[src/hdl/acs_pkg.sv]
`timescale 1ns / 1ps
`default_nettype none

package acs_pkg;

  // Sample width used when the top level is not told otherwise.
  localparam int SAMPLE_WIDTH_DEFAULT = 16;

  // Register field widths.
  localparam int TICK_WIDTH     = 16;
  localparam int FACTOR_WIDTH   = 15;
  localparam int FRACTION_WIDTH = 16;
  localparam int CFG_DATA_WIDTH = 16;
  localparam int CFG_IDX_WIDTH  = 2;

  // Register indexes.
  localparam logic [CFG_IDX_WIDTH-1:0] CFG_DECAY_PERIOD = 2'd0;
  localparam logic [CFG_IDX_WIDTH-1:0] CFG_DECAY_FACTOR = 2'd1;
  localparam logic [CFG_IDX_WIDTH-1:0] CFG_THRESH_FRAC  = 2'd2;

  // Register values after reset.
  localparam logic [TICK_WIDTH-1:0]     DECAY_PERIOD_RESET = 16'd24000;
  localparam logic [FACTOR_WIDTH-1:0]   DECAY_FACTOR_RESET = 15'd29491;
  localparam logic [FRACTION_WIDTH-1:0] THRESH_FRAC_RESET  = 16'd3277;

  // Sliced symbol codes.
  localparam logic [1:0] LEVEL_POS  = 2'b01;
  localparam logic [1:0] LEVEL_ZERO = 2'b00;
  localparam logic [1:0] LEVEL_NEG  = 2'b11;

  // Depth of the queue between the front and back parts.
  localparam int QUEUE_DEPTH = 2;

  // Head-of-queue status handed from the front part to the back part.
  typedef struct packed {
    logic valid;
    logic decay;
  } acs_qctl_t;

endpackage

`default_nettype wire

[src/hdl/acs_sample_if.sv]
`timescale 1ns / 1ps
`default_nettype none

// Input channel: one audio sample per beat.
interface acs_sample_if #(
  parameter int SAMPLE_WIDTH = 16
);
  logic                           valid;
  logic                           ready;
  logic signed [SAMPLE_WIDTH-1:0] sample;

  modport source (output valid, output sample, input ready);
  modport sink   (input valid, input sample, output ready);
endinterface

`default_nettype wire

[src/hdl/acs_level_if.sv]
`timescale 1ns / 1ps
`default_nettype none

// Output channel: one sliced symbol per beat.
interface acs_level_if;
  logic              valid;
  logic              ready;
  logic signed [1:0] level;

  modport source (output valid, output level, input ready);
  modport sink   (input valid, input level, output ready);
endinterface

`default_nettype wire

[src/hdl/acs_front.sv]
`timescale 1ns / 1ps
`default_nettype none

module acs_front
  import acs_pkg::*;
#(
  parameter int SAMPLE_WIDTH = SAMPLE_WIDTH_DEFAULT
) (
  input  wire logic                           clk,
  input  wire logic                           rst,
  input  wire logic [TICK_WIDTH-1:0]          decay_period,
  acs_sample_if.sink                          samples,
  output      acs_qctl_t                      q_ctl,
  output      logic signed [SAMPLE_WIDTH-1:0] q_sample,
  input  wire logic                           q_pop
);

  localparam int PTR_W = (QUEUE_DEPTH > 1) ? $clog2(QUEUE_DEPTH) : 1;
  localparam int CNT_W = $clog2(QUEUE_DEPTH + 1);
  localparam logic [TICK_WIDTH-1:0] TICK_MAX = {TICK_WIDTH{1'b1}};

  logic [TICK_WIDTH-1:0]          tick_count;
  logic [TICK_WIDTH-1:0]          tick_base;
  logic [TICK_WIDTH-1:0]          tick_count_next;
  logic                           decay_now;
  logic signed [SAMPLE_WIDTH-1:0] mem_sample [QUEUE_DEPTH];
  logic                           mem_decay  [QUEUE_DEPTH];
  logic [PTR_W-1:0]               wr_ptr;
  logic [PTR_W-1:0]               rd_ptr;
  logic [CNT_W-1:0]               fill;
  logic                           push;
  logic                           pop;

  assign samples.ready = (fill != CNT_W'(QUEUE_DEPTH));
  assign push          = samples.valid && samples.ready;
  assign pop           = q_pop && (fill != '0);

  // Classify the sample: a decay is due once the count has reached the period.
  always_comb begin
    decay_now       = (tick_count >= decay_period);
    tick_base       = decay_now ? '0 : tick_count;
    tick_count_next = (tick_base != TICK_MAX) ? tick_base + 1'b1 : tick_base;
  end

  always_ff @(posedge clk) begin
    if (rst) begin
      tick_count <= '0;
    end else if (push) begin
      tick_count <= tick_count_next;
    end
  end

  // Small queue towards the back part.
  always_ff @(posedge clk) begin
    if (push) begin
      mem_sample[wr_ptr] <= samples.sample;
      mem_decay[wr_ptr]  <= decay_now;
    end
  end

  always_ff @(posedge clk) begin
    if (rst) begin
      wr_ptr <= '0;
      rd_ptr <= '0;
      fill   <= '0;
    end else begin
      if (push) begin
        wr_ptr <= (wr_ptr == PTR_W'(QUEUE_DEPTH - 1)) ? '0 : wr_ptr + 1'b1;
      end
      if (pop) begin
        rd_ptr <= (rd_ptr == PTR_W'(QUEUE_DEPTH - 1)) ? '0 : rd_ptr + 1'b1;
      end
      if (push && !pop) begin
        fill <= fill + 1'b1;
      end else if (pop && !push) begin
        fill <= fill - 1'b1;
      end
    end
  end

  assign q_ctl.valid = (fill != '0);
  assign q_ctl.decay = mem_decay[rd_ptr];
  assign q_sample    = mem_sample[rd_ptr];

endmodule

`default_nettype wire

[src/hdl/acs_back.sv]
`timescale 1ns / 1ps
`default_nettype none

module acs_back
  import acs_pkg::*;
#(
  parameter int SAMPLE_WIDTH = SAMPLE_WIDTH_DEFAULT
) (
  input  wire logic                           clk,
  input  wire logic                           rst,
  input  wire logic [FACTOR_WIDTH-1:0]        decay_factor,
  input  wire logic [FRACTION_WIDTH-1:0]      threshold_fraction,
  input  wire acs_qctl_t                      q_ctl,
  input  wire logic signed [SAMPLE_WIDTH-1:0] q_sample,
  output      logic                           q_pop,
  acs_level_if.source                         levels
);

  localparam int SW   = SAMPLE_WIDTH;
  localparam int DPW  = SW + FACTOR_WIDTH;
  localparam int OPW  = SW + FRACTION_WIDTH;
  localparam int CW   = SW + 3;

  localparam logic S_DECAY = 1'b0;
  localparam logic S_WIDEN = 1'b1;

  // Scale an extreme towards zero by a Q0.15 factor, truncating the magnitude.
  function automatic logic signed [SW-1:0] decay_one(
    input logic signed [SW-1:0]     x,
    input logic [FACTOR_WIDTH-1:0]  f
  );
    logic [SW-1:0]  mag;
    logic [DPW-1:0] prod;
    logic [SW-1:0]  scaled;
    mag    = x[SW-1] ? SW'(-x) : SW'(x);
    prod   = DPW'(mag) * DPW'(f);
    scaled = prod[DPW-1:FACTOR_WIDTH];
    return x[SW-1] ? -$signed(scaled) : $signed(scaled);
  endfunction

  logic                    state;
  logic signed [SW-1:0]    peak_high;
  logic signed [SW-1:0]    peak_low;
  logic signed [SW-1:0]    cur_sample;
  logic signed [SW-1:0]    dec_high;
  logic signed [SW-1:0]    dec_low;
  logic signed [SW-1:0]    new_high;
  logic signed [SW-1:0]    new_low;
  logic signed [SW:0]      diff;
  logic [SW-1:0]           spread;
  logic [OPW-1:0]          off_prod;
  logic                    pend_valid;
  logic signed [SW-1:0]    pend_sample;
  logic signed [SW:0]      pend_sum;
  logic [SW-1:0]           pend_off;
  logic                    pend_free;
  logic                    out_load;
  logic                    widen_done;
  logic signed [CW-1:0]    s2;
  logic signed [CW-1:0]    upper;
  logic signed [CW-1:0]    lower;
  logic [1:0]              level_next;
  logic                    out_valid;
  logic [1:0]              out_level;

  assign out_load   = pend_valid && (!out_valid || levels.ready);
  assign pend_free  = !pend_valid || out_load;
  assign q_pop      = (state == S_DECAY) && q_ctl.valid;
  assign widen_done = (state == S_WIDEN) && pend_free;

  // Sequencer: decay step, then widen and offset step.
  always_ff @(posedge clk) begin
    if (rst) begin
      state <= S_DECAY;
    end else begin
      unique case (state)
        S_DECAY: if (q_ctl.valid) state <= S_WIDEN;
        S_WIDEN: if (pend_free)   state <= S_DECAY;
        default: state <= S_DECAY;
      endcase
    end
  end

  // Decay step: scale the stored extremes when the front flagged a decay.
  always_ff @(posedge clk) begin
    if (q_pop) begin
      cur_sample <= q_sample;
      dec_high   <= q_ctl.decay ? decay_one(peak_high, decay_factor) : peak_high;
      dec_low    <= q_ctl.decay ? decay_one(peak_low, decay_factor) : peak_low;
    end
  end

  // Widen step: include the sample and form the threshold offset.
  always_comb begin
    new_high = (cur_sample > dec_high) ? cur_sample : dec_high;
    new_low  = (cur_sample < dec_low) ? cur_sample : dec_low;
    diff     = (SW + 1)'(new_high) - (SW + 1)'(new_low);
    spread   = diff[SW-1:0];
    off_prod = OPW'(spread) * OPW'(threshold_fraction);
  end

  always_ff @(posedge clk) begin
    if (rst) begin
      peak_high <= '0;
      peak_low  <= '0;
    end else if (widen_done) begin
      peak_high <= new_high;
      peak_low  <= new_low;
    end
  end

  always_ff @(posedge clk) begin
    if (widen_done) begin
      pend_sample <= cur_sample;
      pend_sum    <= (SW + 1)'(new_high) + (SW + 1)'(new_low);
      pend_off    <= off_prod[OPW-1:FRACTION_WIDTH];
    end
  end

  always_ff @(posedge clk) begin
    if (rst) begin
      pend_valid <= 1'b0;
    end else if (widen_done) begin
      pend_valid <= 1'b1;
    end else if (out_load) begin
      pend_valid <= 1'b0;
    end
  end

  // Slice at doubled scale so the centre is exact.
  always_comb begin
    s2    = CW'(pend_sample) <<< 1;
    upper = CW'(pend_sum) + $signed(CW'({pend_off, 1'b0}));
    lower = CW'(pend_sum) - $signed(CW'({pend_off, 1'b0}));
    if (s2 >= upper) begin
      level_next = LEVEL_POS;
    end else if (s2 <= lower) begin
      level_next = LEVEL_NEG;
    end else begin
      level_next = LEVEL_ZERO;
    end
  end

  // Output register.
  always_ff @(posedge clk) begin
    if (rst) begin
      out_valid <= 1'b0;
    end else if (out_load) begin
      out_valid <= 1'b1;
    end else if (levels.ready) begin
      out_valid <= 1'b0;
    end
  end

  always_ff @(posedge clk) begin
    if (out_load) begin
      out_level <= level_next;
    end
  end

  assign levels.valid = out_valid;
  assign levels.level = out_level;

endmodule

`default_nettype wire

[src/hdl/adaptive_three_level_slicer.sv]
`timescale 1ns / 1ps
`default_nettype none

// Adaptive three-level slicer. Each sample beat on samples yields exactly one
// beat on levels: +1 (01) when twice the sample is at or above the sum of the
// tracked extremes plus twice the offset, -1 (11) when at or below the sum
// minus twice the offset, 0 otherwise. The extremes decay by decay_factor once
// decay_period samples have been counted. The back part takes one sample at
// a time: a decay multiply step, then a step widening the extremes with the
// offset multiply, as the next sample needs the updated extremes. A level
// passes from the queue through the decay, pending and output registers;
// earlier samples and output stalls hold it back. A two-entry queue lets the
// input keep accepting while a result waits on a stalled output. The user
// writes configuration through cfg_we, cfg_index and cfg_data only while the
// block is idle; the block does not enforce it. Unknown indexes are ignored.

module adaptive_three_level_slicer
  import acs_pkg::*;
#(
  parameter int SAMPLE_WIDTH = SAMPLE_WIDTH_DEFAULT
) (
  input  wire logic                      clk,
  input  wire logic                      rst,
  input  wire logic                      cfg_we,
  input  wire logic [CFG_IDX_WIDTH-1:0]  cfg_index,
  input  wire logic [CFG_DATA_WIDTH-1:0] cfg_data,
  acs_sample_if.sink                     samples,
  acs_level_if.source                    levels
);

  logic [TICK_WIDTH-1:0]          decay_period;
  logic [FACTOR_WIDTH-1:0]        decay_factor;
  logic [FRACTION_WIDTH-1:0]      threshold_fraction;
  acs_qctl_t                      q_ctl;
  logic signed [SAMPLE_WIDTH-1:0] q_sample;
  logic                           q_pop;

  // Configuration registers.
  always_ff @(posedge clk) begin
    if (rst) begin
      decay_period       <= DECAY_PERIOD_RESET;
      decay_factor       <= DECAY_FACTOR_RESET;
      threshold_fraction <= THRESH_FRAC_RESET;
    end else if (cfg_we) begin
      case (cfg_index)
        CFG_DECAY_PERIOD: decay_period       <= cfg_data[TICK_WIDTH-1:0];
        CFG_DECAY_FACTOR: decay_factor       <= cfg_data[FACTOR_WIDTH-1:0];
        CFG_THRESH_FRAC:  threshold_fraction <= cfg_data[FRACTION_WIDTH-1:0];
        default: ;
      endcase
    end
  end

  acs_front #(
    .SAMPLE_WIDTH(SAMPLE_WIDTH)
  ) u_front (
    .clk          (clk),
    .rst          (rst),
    .decay_period (decay_period),
    .samples      (samples),
    .q_ctl        (q_ctl),
    .q_sample     (q_sample),
    .q_pop        (q_pop)
  );

  acs_back #(
    .SAMPLE_WIDTH(SAMPLE_WIDTH)
  ) u_back (
    .clk                (clk),
    .rst                (rst),
    .decay_factor       (decay_factor),
    .threshold_fraction (threshold_fraction),
    .q_ctl              (q_ctl),
    .q_sample           (q_sample),
    .q_pop              (q_pop),
    .levels             (levels)
  );

endmodule

`default_nettype wire

[src/flat_wrapper.sv]
// flat-port wrapper written by rule: the top's interface ports become plain ports
module adaptive_three_level_slicer_flat import acs_pkg::*;
#(
  parameter int SAMPLE_WIDTH = SAMPLE_WIDTH_DEFAULT
)
  (clk, rst, cfg_we, cfg_index, cfg_data, samples_valid, samples_sample, samples_ready, levels_valid, levels_level, levels_ready);
  acs_sample_if #(.SAMPLE_WIDTH(SAMPLE_WIDTH)) samples_i ();
  acs_level_if levels_i ();
  input  wire logic clk;
  input  wire logic rst;
  input  wire logic cfg_we;
  input  wire logic [CFG_IDX_WIDTH-1:0] cfg_index;
  input  wire logic [CFG_DATA_WIDTH-1:0] cfg_data;
  input wire logic [$bits(samples_i.valid)-1:0] samples_valid;
  input wire logic [$bits(samples_i.sample)-1:0] samples_sample;
  output wire logic [$bits(samples_i.ready)-1:0] samples_ready;
  output wire logic [$bits(levels_i.valid)-1:0] levels_valid;
  output wire logic [$bits(levels_i.level)-1:0] levels_level;
  input wire logic [$bits(levels_i.ready)-1:0] levels_ready;
  assign samples_i.valid = samples_valid;
  assign samples_i.sample = samples_sample;
  assign samples_ready = samples_i.ready;
  assign levels_valid = levels_i.valid;
  assign levels_level = levels_i.level;
  assign levels_i.ready = levels_ready;
  adaptive_three_level_slicer #(.SAMPLE_WIDTH(SAMPLE_WIDTH)) u_core (.clk(clk), .rst(rst), .cfg_we(cfg_we), .cfg_index(cfg_index), .cfg_data(cfg_data), .samples(samples_i), .levels(levels_i));
endmodule
[config.mk]
export PLATFORM = sky130hd
export DESIGN_NAME = adaptive_three_level_slicer_flat
export DESIGN_NICKNAME = d
export VERILOG_FILES = /design/src/hdl/acs_pkg.sv /design/src/hdl/acs_sample_if.sv /design/src/hdl/acs_level_if.sv /design/src/hdl/acs_front.sv /design/src/hdl/acs_back.sv /design/src/hdl/adaptive_three_level_slicer.sv /design/src/flat_wrapper.sv
export SDC_FILE = /design/constraint.sdc
export NUM_CORES = 2
export LEC_CHECK = 0
export BUFFER_PORTS_ARGS = -buffer_cell sky130_fd_sc_hd__buf_2
export CAP_MARGIN = 20
export CORE_ASPECT_RATIO = 0.7
export CORE_MARGIN = 2
export CORE_UTILIZATION = 58
export CTS_BUF_LIST = sky130_fd_sc_hd__clkbuf_8
export DETAILED_ROUTE_END_ITERATION = 16
export PLACE_DENSITY_LB_ADDON = 0.25
export SYNTH_ARGS = -nofsm -noshare
export SYNTH_HDL_FRONTEND = slang
export SYNTH_SLANG_ARGS = --single-unit
[constraint.sdc]
create_clock -name clk -period 33.3 [get_ports clk]
set_input_delay 1.665 -clock clk [delete_from_list [all_inputs] [get_ports clk]]
set_output_delay 1.665 -clock clk [all_outputs]
set_load 0.05 [all_outputs]
==> flow_summary.json <==
{
  "drt_wl_total_mm": 104,
  "grt_pass1_wl_mm": 166,
  "yosys_warnings": 0,
  "route.detailed.drc": 0,
  "hold_class": "reg2reg",
  "via_per_inst": 5.78,
  "fillerInstances": 5691,
  "crit_slowest_cell": "a31oi_4",
  "clock_path_buffers": 3,
  "fmax_ghz": 0.0783,
  "io_pins": 43,
  "syn_area_per_cell_um2": 8.97,
  "multi_input_area_um2": 29600,
  "grt_start_max_net_pins": 81,
  "worstSkewPairLatency_ns": 0.61,
  "crit_top_cell": "fa_1",
  "die_area_um2": 69200,
  "required_ns": 33.65,
  "status": "completed",
  "seq_area_um2": 6060,
  "antenna_found_initial": 7,
  "nets": 5320,
  "timing.final.crit_share": 0.383,
  "cp_max_fo": 30,
  "antenna_left": 0,
  "netlist_instances": 4341,
  "wl_per_cell_um": 19.9,
  "area_growth_syn_to_layout_pct": 5.61,
  "synth_seq_cells": 236,
  "path_delay_family": "compound AO/OA/AOI/OAI gates",
  "cts_setup_buffers": 0,
  "cts_buffers": 42,
  "drt_iter0_markers": 2967,
  "fp.coreArea_um2": 66400,
  "place.gp.congestion": 0.935,
  "cap_violations": 0,
  "worst-endpoint-arrival_ns": 13.12,
  "rsz0062_at_grt": "false",
  "reg2reg_from": "u_core.u_back.cur_sample[1]",
  "cts_sinks": 236,
  "fin_tns_setup_ns": 0,
  "holdCritStartpoint": "u_core.decay_period[9]",
  "netlist_area_um2": 38900,
  "synthArstFlopShare": 0,
  "min_period_ns": 12.77,
  "worst_path_largest_cell_delay_ns": 0.67,
  "drive_gt1_frac": 0.0646,
  "root_buffer": "clkbuf_8",
  "cts_tree": "done",
  "port_buffers": 42,
  "num_rows": 79,
  "dominantRegCellSynth": "edfxtp_1",
  "grt_pass1_vias": 29700,
  "firstDrtPassIters": 5,
  "clkTransAtPathRegs_ns": 0.06,
  "cts_hold_buf": 0,
  "dieHeight_um": 221,
  "finalHoldViolations": 0,
  "critical_path_class": "reg2reg",
  "cts_max_level": 2,
  "vias": 30100,
  "setup_viol": 0,
  "dp_hpwl_mm": 78.6,
  "ys_seq_area_frac": 0.156,
  "synthDistinctLibCells": 89,
  "path_buf_inv": 4,
  "fin_skew_ns": 0.0207,
  "cp-start-kind": "flop",
  "syn-num-nets": 5373,
  "worst_pin_slew_ns": 1.08,
  "end_kind": "flop",
  "crit_start": "u_core.u_back.cur_sample[1]",
  "slew_headroom": 0.276,
  "post_cts_resized": 0,
  "initial_utilization": 0.586,
  "grt-ovfl-total": 0,
  "synth-edff-count": 133,
  "drv_slew": 0,
  "die_x_um": 314,
  "grtUsageTotal": 0.307
}
tightest hold or removal path: stages (launching register included):
cell and delay [ns]:
dfxtp_1 0.31, nand2_1 0.05, a21oi_1 0.06
cell type report:
| type | count | share of cell area |
|---|---|---|
| Clock buffer | 44 | 0.0147 |
| Multi-Input combinational cell | 3199 | 0.720 |
| Timing Repair Buffer | 123 | 0.0203 |
| Clock inverter | 32 | 0.00746 |
| Antenna cell | 8 | 0.000487 |
| Inverter | 686 | 0.0626 |
| Tap cell | 891 | 0.0271 |
| Sequential cell | 236 | 0.147 |
final timing paths:
path,endpoint,slack [ns],cells after the start
hold / removal,u_core.decay_period[9],0.47,2
setup / recovery,u_core.u_back.pend_off[15],20.53,45
setup reg to reg,u_core.u_back.pend_off[15],20.53,45
hold reg to reg,u_core.decay_period[9],0.47,2
metal layers:
| metal | vias up | global-route usage | part of all wire |
|---|---|---|---|
| met2 | 1293 | 0.446 | 0.41 |
| li1 | 13900 | - | - |
| met3 | 109 | 0.0662 | 0.10 |
| met5 | - | 0 | 0.00013 |
| met1 | 14800 | 0.471 | 0.47 |
| met4 | 2 | 0.0612 | 0.017 |
metrics by stage:
step                      area (µm²)  hold WS (ns)  setup slack, ns  instances   util
after global routing           41100         0.490            19.83       5211  0.619
after floorplan                38900         0.436            22.09       4341      -
after global placement         40100         0.444            20.88       5132  0.604
after detailed placement       40100         0.457            20.73       5132  0.604
after CTS                      41100         0.467            20.68       5208  0.618
final                          41100         0.469            20.53       5219  0.619
cells by family (layout without fill, tap and decap cells):
| logic type | after synthesis | count (layout) | synth area share |
|---|---|---|---|
| AOI/OAI and AO/OA | 565 | 565 | 0.0957 |
| xor gates and xnor gates | 148 | 148 | 0.0337 |
| adders and majority gates | 993 | 993 | 0.426 |
| buffers and inverters | 906 | 885 | 0.0880 |
| DFF | 236 | 236 | 0.156 |
| muxes | 89 | 89 | 0.0242 |
| other | 0 | 8 | 0 |
| and+or+nand+nor | 1404 | 1404 | 0.177 |
Yosys cell counts, types with 9 or more instances:
cell type | count | area share
xnor2_1 | 113 | 0.025
a311oi_1 | 13 | 0.0029
nor2b_1 | 47 | 0.0076
nand2b_1 | 25 | 0.0040
or3_1 | 21 | 0.0034
a31oi_1 | 36 | 0.0058
nor3_1 | 53 | 0.0068
clkbuf_1 | 200 | 0.019
o31ai_1 | 11 | 0.0021
ha_1 | 438 | 0.14
o21bai_1 | 23 | 0.0044
o211ai_1 | 13 | 0.0025
or4b_2 | 9 | 0.0023
xor2_1 | 34 | 0.0076
fa_1 | 555 | 0.29
o21ai_0 | 104 | 0.013
nand3_1 | 35 | 0.0045
mux2_2 | 33 | 0.0095
edfxtp_1 | 133 | 0.10
mux2i_1 | 52 | 0.013
and2_1 | 265 | 0.043
nand2_1 | 650 | 0.063
inv_1 | 686 | 0.066
a21oi_1 | 154 | 0.020
a211o_1 | 30 | 0.0067
a21o_1 | 46 | 0.0089
nand3b_1 | 19 | 0.0037
and4_1 | 10 | 0.0022
nor2_1 | 145 | 0.014
buf_1 | 11 | 0.0011
a211oi_1 | 33 | 0.0064
and3_1 | 36 | 0.0058
o21a_1 | 32 | 0.0062
nand4_1 | 35 | 0.0056
dfxtp_1 | 103 | 0.053
state kept, by name, indices dropped and copies added (netlist names), named ones only:
name and cells:
u_core.u_back.pend_sum 17, u_core.u_front.wr_ptr 1, u_core.u_back.pend_sample 16, u_core.decay_factor 15, u_core.u_back.dec_high 16, u_core.u_front.rd_ptr 1
u_core.threshold_fraction 16, u_core.u_front.fill 2, u_core.u_back.peak_high 16, u_core.u_back.peak_low 16, u_core.u_back.dec_low 16, u_core.decay_period 16
u_core.u_back.pend_valid 1, u_core.u_front.tick_count 16, u_core.u_front.mem_decay 2, u_core.u_back.levels.level 2, u_core.u_back.pend_off 16, u_core.u_back.levels.valid 1
u_core.u_back.state 1, u_core.u_front.mem_sample 32, u_core.u_back.cur_sample 16
cells in the final DEF, fill, tap and decap left out, drive strengths merged, types with 25 or more instances in the layout:
cell,synthesis,final
dfxtp,103,103
mux2,35,35
o21a,32,32
mux2i,54,54
nand4,35,35
a31oi,38,38
nor2b,47,47
edfxtp,133,133
nor3,53,53
a211o,30,30
nand3,38,38
nand2,650,650
nor2,145,145
buf,20,123
ha,438,438
inv,686,699
fa,555,555
o21ai,109,109
nand2b,25,25
a211oi,33,33
and3,36,36
a21oi,156,156
clkbuf,200,44
and2,265,265
a21o,46,46
xnor2,113,113
xor2,34,34
Power is not shown: default switching activity piles up to over one toggle a cycle in this logic, so the estimate is an artifact.
